<file path="src/design/assert_macros.svh">
// Assertion macros shared by the speed controller RTL
`ifndef ASSERT_MACROS_SVH
`define ASSERT_MACROS_SVH

// Clocked assertion, disabled while reset is asserted
`define RCMS_ASSERT(lbl, prop, msg) \
	lbl: assert property (@(posedge clk) disable iff (!arst_n) (prop)) else $error(msg);

// Clocked assertion that is checked during reset as well
`define RCMS_ASSERT_ALWAYS(lbl, prop, msg) \
	lbl: assert property (@(posedge clk) (prop)) else $error(msg);

`endif

</file>
<file path="src/design/rcms_pkg.sv">
// Types and constants of the motor speed controller
package rcms_pkg;

	typedef enum logic [2:0] {
		CMD_PULSE    = 3'd0,
		CMD_OVERFLOW = 3'd1,
		CMD_TICK     = 3'd2,
		CMD_TEMP     = 3'd3,
		CMD_POSITION = 3'd4
	} cmd_t;

	typedef enum logic [1:0] {
		MODE_FWD   = 2'd0,
		MODE_BRAKE = 2'd1,
		MODE_BWD   = 2'd2
	} mode_t;

	typedef enum logic [1:0] {
		TEMP_COOL = 2'd0,
		TEMP_WARM = 2'd1,
		TEMP_HOT  = 2'd2
	} temp_t;

	typedef enum logic [1:0] {
		POS_TOP    = 2'd0,
		POS_MIDDLE = 2'd1,
		POS_BOTTOM = 2'd2
	} pos_t;

	typedef enum logic [1:0] {
		ST_IDLE = 2'd0,
		ST_DIV  = 2'd1,
		ST_OUT  = 2'd2
	} state_t;

	localparam logic [2:0] REG_PULSE_MIN = 3'd0;
	localparam logic [2:0] REG_PULSE_MAX = 3'd1;
	localparam logic [2:0] REG_POS_MIN   = 3'd2;
	localparam logic [2:0] REG_POS_MAX   = 3'd3;
	localparam logic [2:0] REG_TEMP_HOT  = 3'd4;
	localparam logic [2:0] REG_TEMP_WARM = 3'd5;

	localparam int unsigned CFG_W  = 16;
	localparam int unsigned REM_W  = 26;
	localparam int unsigned QUO_W  = 15;
	localparam int unsigned STEP_W = 4;

	localparam logic [STEP_W-1:0] PULSE_TOP_STEP = 4'd9;
	localparam logic [STEP_W-1:0] POS_TOP_STEP   = 4'd14;

	localparam logic [7:0]        MAX_SLEW    = 8'd30;
	localparam logic [4:0]        FAULT_LEVEL = 5'd15;
	localparam logic [4:0]        COUNT_CAP   = 5'd30;
	localparam logic signed [8:0] WARM_LIMIT  = 9'sd128;
	localparam logic signed [10:0] VEL_OFFSET = 11'sd260;
	localparam logic signed [10:0] DEAD_BAND  = 11'sd5;
	localparam logic [14:0]       PCT_TOP     = 15'd90;
	localparam logic [14:0]       PCT_BOTTOM  = 15'd10;

endpackage

</file>
<file path="src/design/rcms_if.sv">
// Event and result channel interfaces of the motor speed controller
interface rcms_event_if;
	logic        valid;
	logic        ready;
	logic [2:0]  command;
	logic [15:0] pulse_width;
	logic [7:0]  sample_value;

	modport source (output valid, command, pulse_width, sample_value, input ready);
	modport sink (input valid, command, pulse_width, sample_value, output ready);
endinterface

interface rcms_result_if;
	logic              valid;
	logic              ready;
	logic [1:0]        bridge_mode;
	logic [7:0]        duty;
	logic signed [8:0] velocity_request;
	logic [1:0]        temp_level;
	logic [1:0]        end_stop;
	logic              fault;

	modport source (output valid, bridge_mode, duty, velocity_request, temp_level, end_stop,
		fault, input ready);
	modport sink (input valid, bridge_mode, duty, velocity_request, temp_level, end_stop,
		fault, output ready);
endinterface

</file>
<file path="src/design/rc_motor_speed_controller.sv">
// Brushed motor speed controller: event decoding, limiting and duty slew
//
// Usage: events enter on the valid/ready channel "events" (command, pulse_width,
// sample_value); every accepted beat yields exactly one beat on "results", which
// shows bridge mode, duty, decoded velocity, temperature level, end stop and fault
// as they stand after the event. Registers are set through wr_en/wr_index/wr_data;
// the user must write them only while the block is idle; the block does not enforce it.
// A valid pulse with a nonzero range and a position sample with unequal limits
// pass through the shared restoring divider (one quotient bit per cycle, 10 bits
// for pulses, 15 for position percent); other events go straight to the output
// state. The block takes one event at a time: a new event is accepted only once
// the result of the last one has been loaded into the output register.
// The result sits in an output register; a new event is accepted while it waits,
// but its state update is applied only once the pending beat has left, so a
// stalled receiver stalls the block without losing or repeating results.
// Reset: registers return to their defaults, the bridge brakes, duty and velocity
// are zero, temperature is cool and the position is middle.
`include "assert_macros.svh"

module rc_motor_speed_controller
	import rcms_pkg::*;
(
	input  logic                clk,
	input  logic                arst_n,
	input  logic                wr_en,
	input  logic [2:0]          wr_index,
	input  logic [CFG_W-1:0]    wr_data,
	rcms_event_if.sink          events,
	rcms_result_if.source       results
);

	logic [15:0] pulse_min_q, pulse_max_q;
	logic [7:0]  pos_min_q, pos_max_q, temp_hot_q, temp_warm_q;

	state_t state_q, state_d;
	logic [STEP_W-1:0] step_q;
	logic [REM_W-1:0]  rem_q;
	logic [15:0]       div_q;
	logic [QUO_W-1:0]  quot_q;
	cmd_t              cmd_q;
	logic [15:0]       pw_q;
	logic [7:0]        smp_q;
	logic              res_valid_q;

	logic signed [8:0] vel_q, vel_d;
	logic [4:0]        tmo_q, tmo_d, fs_q, fs_d;
	temp_t             temp_q, temp_d;
	pos_t              pos_q, pos_d;
	mode_t             mode_q, mode_d;
	logic [7:0]        duty_q, duty_d;

	logic accept, fire, go_div;
	logic in_pulse_ok, out_pulse_ok;
	logic [15:0] in_span, out_span, pw_off;
	logic [7:0]  in_num_mag, in_den_mag, out_den_mag;
	logic [REM_W-1:0] pulse_num, pos_num, dsh;
	logic ge, pos_neg, fault;

	// tick datapath
	logic signed [8:0] lim_v;
	mode_t want;
	logic [7:0] speed;
	logic [8:0] duty_up;
	logic signed [10:0] map_v;

	assign accept = events.valid && events.ready;
	assign fire   = (state_q == ST_OUT) && (!res_valid_q || results.ready);
	assign events.ready = (state_q == ST_IDLE);

	// config writes
	always_ff @(posedge clk or negedge arst_n) begin
		if (!arst_n) begin
			pulse_min_q <= 16'd2000;
			pulse_max_q <= 16'd4000;
			pos_min_q   <= 8'd0;
			pos_max_q   <= 8'd255;
			temp_hot_q  <= 8'd170;
			temp_warm_q <= 8'd180;
		end else if (wr_en) begin
			case (wr_index)
				REG_PULSE_MIN: pulse_min_q <= wr_data;
				REG_PULSE_MAX: pulse_max_q <= wr_data;
				REG_POS_MIN:   pos_min_q   <= wr_data[7:0];
				REG_POS_MAX:   pos_max_q   <= wr_data[7:0];
				REG_TEMP_HOT:  temp_hot_q  <= wr_data[7:0];
				REG_TEMP_WARM: temp_warm_q <= wr_data[7:0];
				default: ;
			endcase
		end
	end

	// divider operand setup at accept
	assign in_pulse_ok = (events.pulse_width >= pulse_min_q) && (events.pulse_width <= pulse_max_q);
	assign in_span     = pulse_max_q - pulse_min_q;
	assign pw_off      = events.pulse_width - pulse_min_q;
	assign pulse_num   = ({10'd0, pw_off} << 9) + ({10'd0, pw_off} << 3);
	assign in_num_mag  = (events.sample_value >= pos_min_q) ? events.sample_value - pos_min_q
		: pos_min_q - events.sample_value;
	assign in_den_mag  = (pos_max_q >= pos_min_q) ? pos_max_q - pos_min_q : pos_min_q - pos_max_q;
	assign pos_num     = ({18'd0, in_num_mag} << 6) + ({18'd0, in_num_mag} << 5)
		+ ({18'd0, in_num_mag} << 2);

	always_comb begin
		go_div = 1'b0;
		case (cmd_t'(events.command))
			CMD_PULSE:    go_div = in_pulse_ok && (in_span != 16'd0);
			CMD_POSITION: go_div = (in_den_mag != 8'd0);
			default:      go_div = 1'b0;
		endcase
	end

	// shared compare/subtract unit
	assign dsh = {10'd0, div_q} << step_q;
	assign ge  = (rem_q >= dsh);

	always_comb begin
		state_d = state_q;
		case (state_q)
			ST_IDLE: if (accept) state_d = go_div ? ST_DIV : ST_OUT;
			ST_DIV:  if (step_q == '0) state_d = ST_OUT;
			ST_OUT:  if (fire) state_d = ST_IDLE;
			default: state_d = ST_IDLE;
		endcase
	end

	always_ff @(posedge clk or negedge arst_n) begin
		if (!arst_n) begin
			state_q     <= ST_IDLE;
			res_valid_q <= 1'b0;
		end else begin
			state_q <= state_d;
			if (fire) res_valid_q <= 1'b1;
			else if (results.ready) res_valid_q <= 1'b0;
		end
	end

	always_ff @(posedge clk) begin
		if (accept) begin
			cmd_q  <= cmd_t'(events.command);
			pw_q   <= events.pulse_width;
			smp_q  <= events.sample_value;
			quot_q <= '0;
			if (cmd_t'(events.command) == CMD_POSITION) begin
				rem_q  <= pos_num;
				div_q  <= {8'd0, in_den_mag};
				step_q <= POS_TOP_STEP;
			end else begin
				rem_q  <= pulse_num;
				div_q  <= in_span;
				step_q <= PULSE_TOP_STEP;
			end
		end else if (state_q == ST_DIV) begin
			rem_q  <= ge ? rem_q - dsh : rem_q;
			quot_q <= {quot_q[QUO_W-2:0], ge};
			step_q <= step_q - 1'b1;
		end
	end

	// state update applied when the result is loaded
	assign out_pulse_ok = (pw_q >= pulse_min_q) && (pw_q <= pulse_max_q);
	assign out_span     = pulse_max_q - pulse_min_q;
	assign out_den_mag  = (pos_max_q >= pos_min_q) ? pos_max_q - pos_min_q : pos_min_q - pos_max_q;
	assign pos_neg      = (smp_q < pos_min_q) ^ (pos_max_q < pos_min_q);
	assign fault        = (tmo_q >= FAULT_LEVEL) || (fs_q >= FAULT_LEVEL);
	assign map_v = (out_span == 16'd0) ? 11'sd0 : $signed({1'b0, quot_q[9:0]}) - VEL_OFFSET;

	always_comb begin
		lim_v = vel_q;
		if (temp_q == TEMP_WARM) begin
			if (lim_v > WARM_LIMIT) lim_v = WARM_LIMIT;
			if (lim_v < -WARM_LIMIT) lim_v = -WARM_LIMIT;
		end
		if (temp_q == TEMP_HOT) lim_v = '0;
		if (lim_v > 9'sd0 && pos_q == POS_TOP) lim_v = '0;
		if (lim_v < 9'sd0 && pos_q == POS_BOTTOM) lim_v = '0;
		if (fault) lim_v = '0;
		if (lim_v < 9'sd0) begin
			want  = MODE_BWD;
			speed = 8'(-lim_v);
		end else if (lim_v > 9'sd0) begin
			want  = MODE_FWD;
			speed = lim_v[7:0];
		end else begin
			want  = MODE_BRAKE;
			speed = 8'd0;
		end
	end

	assign duty_up = {1'b0, duty_q} + {1'b0, MAX_SLEW};

	always_comb begin
		vel_d  = vel_q;
		tmo_d  = tmo_q;
		fs_d   = fs_q;
		temp_d = temp_q;
		pos_d  = pos_q;
		mode_d = mode_q;
		duty_d = duty_q;
		case (cmd_q)
			CMD_PULSE: begin
				if (out_pulse_ok) begin
					if (map_v >= -DEAD_BAND && map_v <= DEAD_BAND) vel_d = '0;
					else if (map_v > 11'sd0) vel_d = 9'(map_v - DEAD_BAND);
					else vel_d = 9'(map_v + DEAD_BAND);
					tmo_d = (tmo_q < 5'd3) ? 5'd0 : tmo_q - 5'd3;
					fs_d  = (fs_q < 5'd3) ? 5'd0 : fs_q - 5'd3;
				end else if (fs_q < COUNT_CAP) begin
					fs_d = fs_q + 5'd1;
				end
			end
			CMD_OVERFLOW: if (tmo_q < COUNT_CAP) tmo_d = tmo_q + 5'd1;
			CMD_TICK: begin
				if (want != mode_q) begin
					if (mode_q == MODE_BRAKE) begin
						mode_d = want;
					end else if (duty_q > MAX_SLEW) begin
						duty_d = duty_q - MAX_SLEW;
					end else begin
						duty_d = 8'd0;
						mode_d = MODE_BRAKE;
					end
				end else if (speed > duty_q) begin
					duty_d = ({1'b0, speed} > duty_up) ? duty_up[7:0] : speed;
				end else if (speed < duty_q) begin
					if (duty_q >= MAX_SLEW && speed < duty_q - MAX_SLEW) duty_d = duty_q - MAX_SLEW;
					else duty_d = speed;
				end
			end
			CMD_TEMP: begin
				if (smp_q < temp_hot_q) temp_d = TEMP_HOT;
				else if (smp_q < temp_warm_q) temp_d = TEMP_WARM;
			end
			CMD_POSITION: begin
				if (out_den_mag == 8'd0) pos_d = POS_MIDDLE;
				else if (pos_neg) pos_d = POS_BOTTOM;
				else if (quot_q > PCT_TOP) pos_d = POS_TOP;
				else if (quot_q < PCT_BOTTOM) pos_d = POS_BOTTOM;
				else pos_d = POS_MIDDLE;
			end
			default: ;
		endcase
	end

	always_ff @(posedge clk or negedge arst_n) begin
		if (!arst_n) begin
			vel_q  <= '0;
			tmo_q  <= '0;
			fs_q   <= '0;
			temp_q <= TEMP_COOL;
			pos_q  <= POS_MIDDLE;
			mode_q <= MODE_BRAKE;
			duty_q <= '0;
		end else if (fire) begin
			vel_q  <= vel_d;
			tmo_q  <= tmo_d;
			fs_q   <= fs_d;
			temp_q <= temp_d;
			pos_q  <= pos_d;
			mode_q <= mode_d;
			duty_q <= duty_d;
		end
	end

	assign results.valid            = res_valid_q;
	assign results.bridge_mode      = mode_q;
	assign results.duty             = duty_q;
	assign results.velocity_request = vel_q;
	assign results.temp_level       = temp_q;
	assign results.end_stop         = pos_q;
	assign results.fault            = fault;

	`RCMS_ASSERT(a_counts_capped, (tmo_q <= COUNT_CAP) && (fs_q <= COUNT_CAP), "counter above cap")
	`RCMS_ASSERT(a_no_direct_reverse, (mode_q == MODE_FWD) |=> (mode_q != MODE_BWD), "forward to backward without brake")
	`RCMS_ASSERT(a_pulse_quot_range, (state_q == ST_OUT && cmd_q == CMD_PULSE) |-> (quot_q <= 15'd520), "pulse quotient out of range")
	`RCMS_ASSERT(a_state_holds_on_stall, (res_valid_q && !results.ready) |=> $stable(duty_q) && $stable(mode_q), "state moved under pending result")

endmodule
</file>
<file path="src/flat_wrapper.sv">
// flat-port wrapper written by rule: the top's interface ports become plain ports
module rc_motor_speed_controller_flat import rcms_pkg::*;
  (clk, arst_n, wr_en, wr_index, wr_data, events_valid, events_command, events_pulse_width, events_sample_value, events_ready, results_valid, results_bridge_mode, results_duty, results_velocity_request, results_temp_level, results_end_stop, results_fault, results_ready);
  rcms_event_if events_i ();
  rcms_result_if results_i ();
  input  logic clk;
  input  logic arst_n;
  input  logic wr_en;
  input  logic [2:0] wr_index;
  input  logic [CFG_W-1:0] wr_data;
  input wire logic [$bits(events_i.valid)-1:0] events_valid;
  input wire logic [$bits(events_i.command)-1:0] events_command;
  input wire logic [$bits(events_i.pulse_width)-1:0] events_pulse_width;
  input wire logic [$bits(events_i.sample_value)-1:0] events_sample_value;
  output wire logic [$bits(events_i.ready)-1:0] events_ready;
  output wire logic [$bits(results_i.valid)-1:0] results_valid;
  output wire logic [$bits(results_i.bridge_mode)-1:0] results_bridge_mode;
  output wire logic [$bits(results_i.duty)-1:0] results_duty;
  output wire logic [$bits(results_i.velocity_request)-1:0] results_velocity_request;
  output wire logic [$bits(results_i.temp_level)-1:0] results_temp_level;
  output wire logic [$bits(results_i.end_stop)-1:0] results_end_stop;
  output wire logic [$bits(results_i.fault)-1:0] results_fault;
  input wire logic [$bits(results_i.ready)-1:0] results_ready;
  assign events_i.valid = events_valid;
  assign events_i.command = events_command;
  assign events_i.pulse_width = events_pulse_width;
  assign events_i.sample_value = events_sample_value;
  assign events_ready = events_i.ready;
  assign results_valid = results_i.valid;
  assign results_bridge_mode = results_i.bridge_mode;
  assign results_duty = results_i.duty;
  assign results_velocity_request = results_i.velocity_request;
  assign results_temp_level = results_i.temp_level;
  assign results_end_stop = results_i.end_stop;
  assign results_fault = results_i.fault;
  assign results_i.ready = results_ready;
  rc_motor_speed_controller u_core (.clk(clk), .arst_n(arst_n), .wr_en(wr_en), .wr_index(wr_index), .wr_data(wr_data), .events(events_i), .results(results_i));
endmodule
</file>
<file path="config.mk">
export PLATFORM = sky130hd
export DESIGN_NAME = rc_motor_speed_controller_flat
export DESIGN_NICKNAME = d
export VERILOG_FILES = /design/src/design/rcms_pkg.sv /design/src/design/rcms_if.sv /design/src/design/rc_motor_speed_controller.sv /design/src/flat_wrapper.sv
export VERILOG_INCLUDE_DIRS = /design/src /design/src/design
export SDC_FILE = /design/constraint.sdc
export NUM_CORES = 1
export LEC_CHECK = 0
export BUFFER_PORTS_ARGS = -buffer_cell sky130_fd_sc_hd__buf_4
export CORE_MARGIN = 3
export CORE_UTILIZATION = 39
export CTS_CLUSTER_SIZE = 20
export DETAILED_ROUTE_END_ITERATION = 6
export PLACE_DENSITY = 0.52
export SYNTH_ARGS = -nofsm -noshare
export SYNTH_HDL_FRONTEND = slang
export SYNTH_SLANG_ARGS = --single-unit
</file>
<file path="constraint.sdc">
create_clock -name clk -period 15.7 [get_ports clk]
set_clock_uncertainty 0.05 [all_clocks]
set_input_delay 3.14 -clock clk [delete_from_list [all_inputs] [get_ports clk]]
set_output_delay 3.14 -clock clk [all_outputs]
set_load 0.02 [all_outputs]
</file>
==> results.py <==
metrics = {
    "clock_tree": {
        "cts.sinks": 188,
        "clock_path_buffers": 2,
        "cts_setup_buffers": 0,
        "ctsHtreeMaxLevel": 4,
        "cts.reportedPaths.clkPinSlew_ns": 0.08,
        "clk_latency_ns": 0.49,
        "numCtsBuffers": 17,
        "cts_tree": "done",
        "cts_resized": 0,
        "cts_hold_buf": 0,
        "root_buffer": "clkbuf_16",
    },
    "grt": {
        "grt_max_degree": 69,
        "grt_pass1_wl_um": 78500,
        "antenna_found_initial": 1,
        "grt_usage_pct": 21.2,
        "grt_pass1_vias": 14200,
        "grt_overflow": 0,
    },
    "placement": {
        "gp_congestion": 0.870,
        "placedCellCount": 2596,
        "hpwl_um": 38800,
        "port_buffers": 76,
    },
    "floorplan": {
        "start_util_pct": 39.7,
        "die_area_mm2": 0.0466,
        "fp.dieH_um": 216,
        "ios": 77,
        "core_area_mm2": 0.0433,
        "fp.dieW_um": 216,
        "std_cell_rows": 76,
    },
    "drt": {
        "viasPerCell": 5.55,
        "dr.first_iter.drc_count": 844,
        "vias": 14600,
        "wl_um": 48800,
        "avgRoutedWirePerCell_um": 18.6,
        "drc": 0,
        "drtPass1Iterations": 5,
        "final_antenna_net_count": 0,
    },
    "cells_and_area": {
        "nFillCells": 4375,
        "final_common_cell": "ha_1",
        "final_cell_mix": "217 x ha_1, 215 x nand2_1, 162 x o21ai_0",
        "areaGrowthSynthToFinish_pct": 10.3,
        "fin_util_pct": 43.8,
        "fin_cells": 2628,
        "antennaDiodeCount": 0,
        "fin_nets": 2309,
        "drive_above_1_share_pct": 11.3,
    },
    "yosys": {
        "synth_area_mm2": 0.0172,
        "synth_area_leaders": "ha_1 16%, edfxtp_1 13%, dfrtp_1 10%",
        "synthFlopType": "edfxtp_1",
        "async_reset_ff_share_pct": 53.2,
        "netlist_instances": 1975,
        "ys_warn_count": 0,
        "synth-edff-count": 73,
        "netlist.area_leader.share_pct": 15.8,
        "ys_seq_area_share_pct": 29.3,
        "ys_ff_latch": 188,
        "synth.distinct_cells": 93,
        "synth_top_area_cell": "ha_1",
        "synth.avg_cell_area_um2": 8.69,
        "syn-num-nets": 2254,
    },
    "critical_path": {
        "arrival_ns": 7.63,
        "crit_family": "compound AO/OA/AOI/OAI gates",
        "worstSetupPathType": "input port to flip-flop",
        "cp_max_fo": 10,
        "reg2reg_depth": 22,
        "cp-start-kind": "input port",
        "slowest_delay_ns": 0.48,
        "worst_setup_path_end_kind": "flip-flop",
        "path_depth": 21,
        "path_buf_inv": 3,
        "required_ns": 15.88,
        "slowest_stage": "a2111oi_0",
        "crit_chain": "buf_4 > inv_1 > ha_1 > inv_1 > fa_1 > nand3_1 > a31oi_1 > nor2_2 > mux2_2 > a221o_1 > nand2b_1 > xor2_1 > ha_1 > a21oi_1 > nor2b_1 > o21a_1 > o211a_1 > a2111oi_0 > nor2_1 > o21ai_0 > a31oi_1",
    },
    "run_status": {
        "status": "finished, final reports clean",
    },
    "power_and_ir_drop": {
        "p_leak_nw": 8.14,
        "power_density_mw_per_mm2": 214,
        "peakVddDrop_mv": 0.0849,
    },
    "sta": {
        "tns_ns": 0,
        "finalCriticalPeriod_ns": 7.45,
        "setup_viol": 0,
        "hold_viol_final": 0,
        "fin_crit_sh_pct": 47.4,
        "fmax_ghz": 0.134,
        "holdWs_ns": 0.412,
        "slew_headroom_pct": 34.3,
        "worstMarginPinSlew_ns": 0.978,
        "drv_slew": 0,
        "rsz0062_at_grt": "false",
    },
    "hold_path": {
        "hp-class": "flip-flop to flip-flop",
        "whs_path_depth": 2,
    },
    "job": {
        "max_cap_viol_count": 0,
    },
}
layout make-up:
type                    instances  area, um2  share of cell area, %
repair buffers                 90        676                   3.57
multi-input cells            1575      11300                   59.8
clock inverters                11       97.6                  0.515
flip-flops and latches        188       5030                   26.6
clock buffers                  21        472                   2.49
inverters                     158        594                   3.14
well taps                     585        732                   3.87
state kept, by name (all words and copies together) (netlist names), 9 cells and up:
signal / cells
u_core.results.velocity_request: 9
u_core.div_q: 16
u_core.pulse_min_q: 16
u_core.quot_q: 15
u_core.rem_q: 26
u_core.pulse_max_q: 16
u_core.pw_q: 16
logic make-up (layout without fill, tap and decap cells):
family                   after synthesis  in the layout  share of synthesized area, %
buffers and inverters                212            280                          4.73
flip-flops                           188            188                          29.3
AO/OA/AOI/OAI                        572            572                          21.3
AND/OR/NAND/NOR                      596            596                          16.9
adder cells (fa/ha/maj)              228            228                          17.1
XOR/XNOR                             101            101                          5.33
multiplexers                          78             78                          5.32
worst paths after layout:
check | startpoint | end | slack, ns
worst max register to register | u_core.tmo_q[0] | u_core.results.duty[3] | 9.24
worst min register to register | u_core.quot_q[10] | u_core.quot_q[11] | 0.41
worst max-delay path | events_sample_value[0] | u_core.rem_q[14] | 8.25
min in group asynchronous | arst_n | u_core.tmo_q[3] | 2.66
worst min-delay path | u_core.quot_q[10] | u_core.quot_q[11] | 0.41
max in group asynchronous | arst_n | u_core.pos_min_q[4] | 11.81
layer usage:
layer / global-route usage (%) / wire length, um / vias up / part of all wire, %
met1: 27.9 / 22100 / 6980 / 45
met5: 0 / 0 / - / 0
met3: 2.91 / 1600 / 54 / 3.3
met4: 6.74 / 1190 / 0 / 2.4
li1: - / - / 7291 / -
met2: 35.9 / 23900 / 272 / 49
tightest hold or removal path: stages (launching register included):
cell and delay, ns:
dfxtp_1 0.32, nand2_1 0.05, a21oi_1 0.05
cell usage after synthesis (14+ instances only):
cell type    n
a211oi_1    20
a21o_1      46
a21oi_1    142
a31oi_1     25
and2_1      23
and3_1      14
clkbuf_1    40
dfrtp_1     70
dfstp_2     30
dfxtp_1     15
edfxtp_1    73
ha_1       217
inv_1      155
mux2_2      36
mux2i_1     35
nand2_1    215
nand2b_1    20
nand3_1     41
nand4_1     27
nor2_1     106
nor2b_1     32
nor3_1      44
o211ai_1    15
o21a_1      27
o21ai_0    162
o21bai_1    14
o31ai_1     14
or2_2       16
xnor2_1     71
xor2_1      28
power by group:
part,leakage (nW),switching [mW],internal [mW]
logic,5.88,1.60,1.14
clock network,0.270,0.214,0.221
registers,1.99,0.150,0.735
total,8.14,1.96,2.10
stage by stage:
stage / total power, mW / setup WS [ns] / instance area [um2]
after floorplan: 2.92 / 8.41 / 17200
after global placement: 3.59 / 7.79 / 18400
after detailed placement: 3.61 / 7.76 / 18400
after CTS: 4.07 / 8.29 / 18900
after global routing: 4.45 / 7.91 / 18900
final: 4.06 / 8.25 / 18900
No activity file was read; power rests on OpenSTA's default activity.
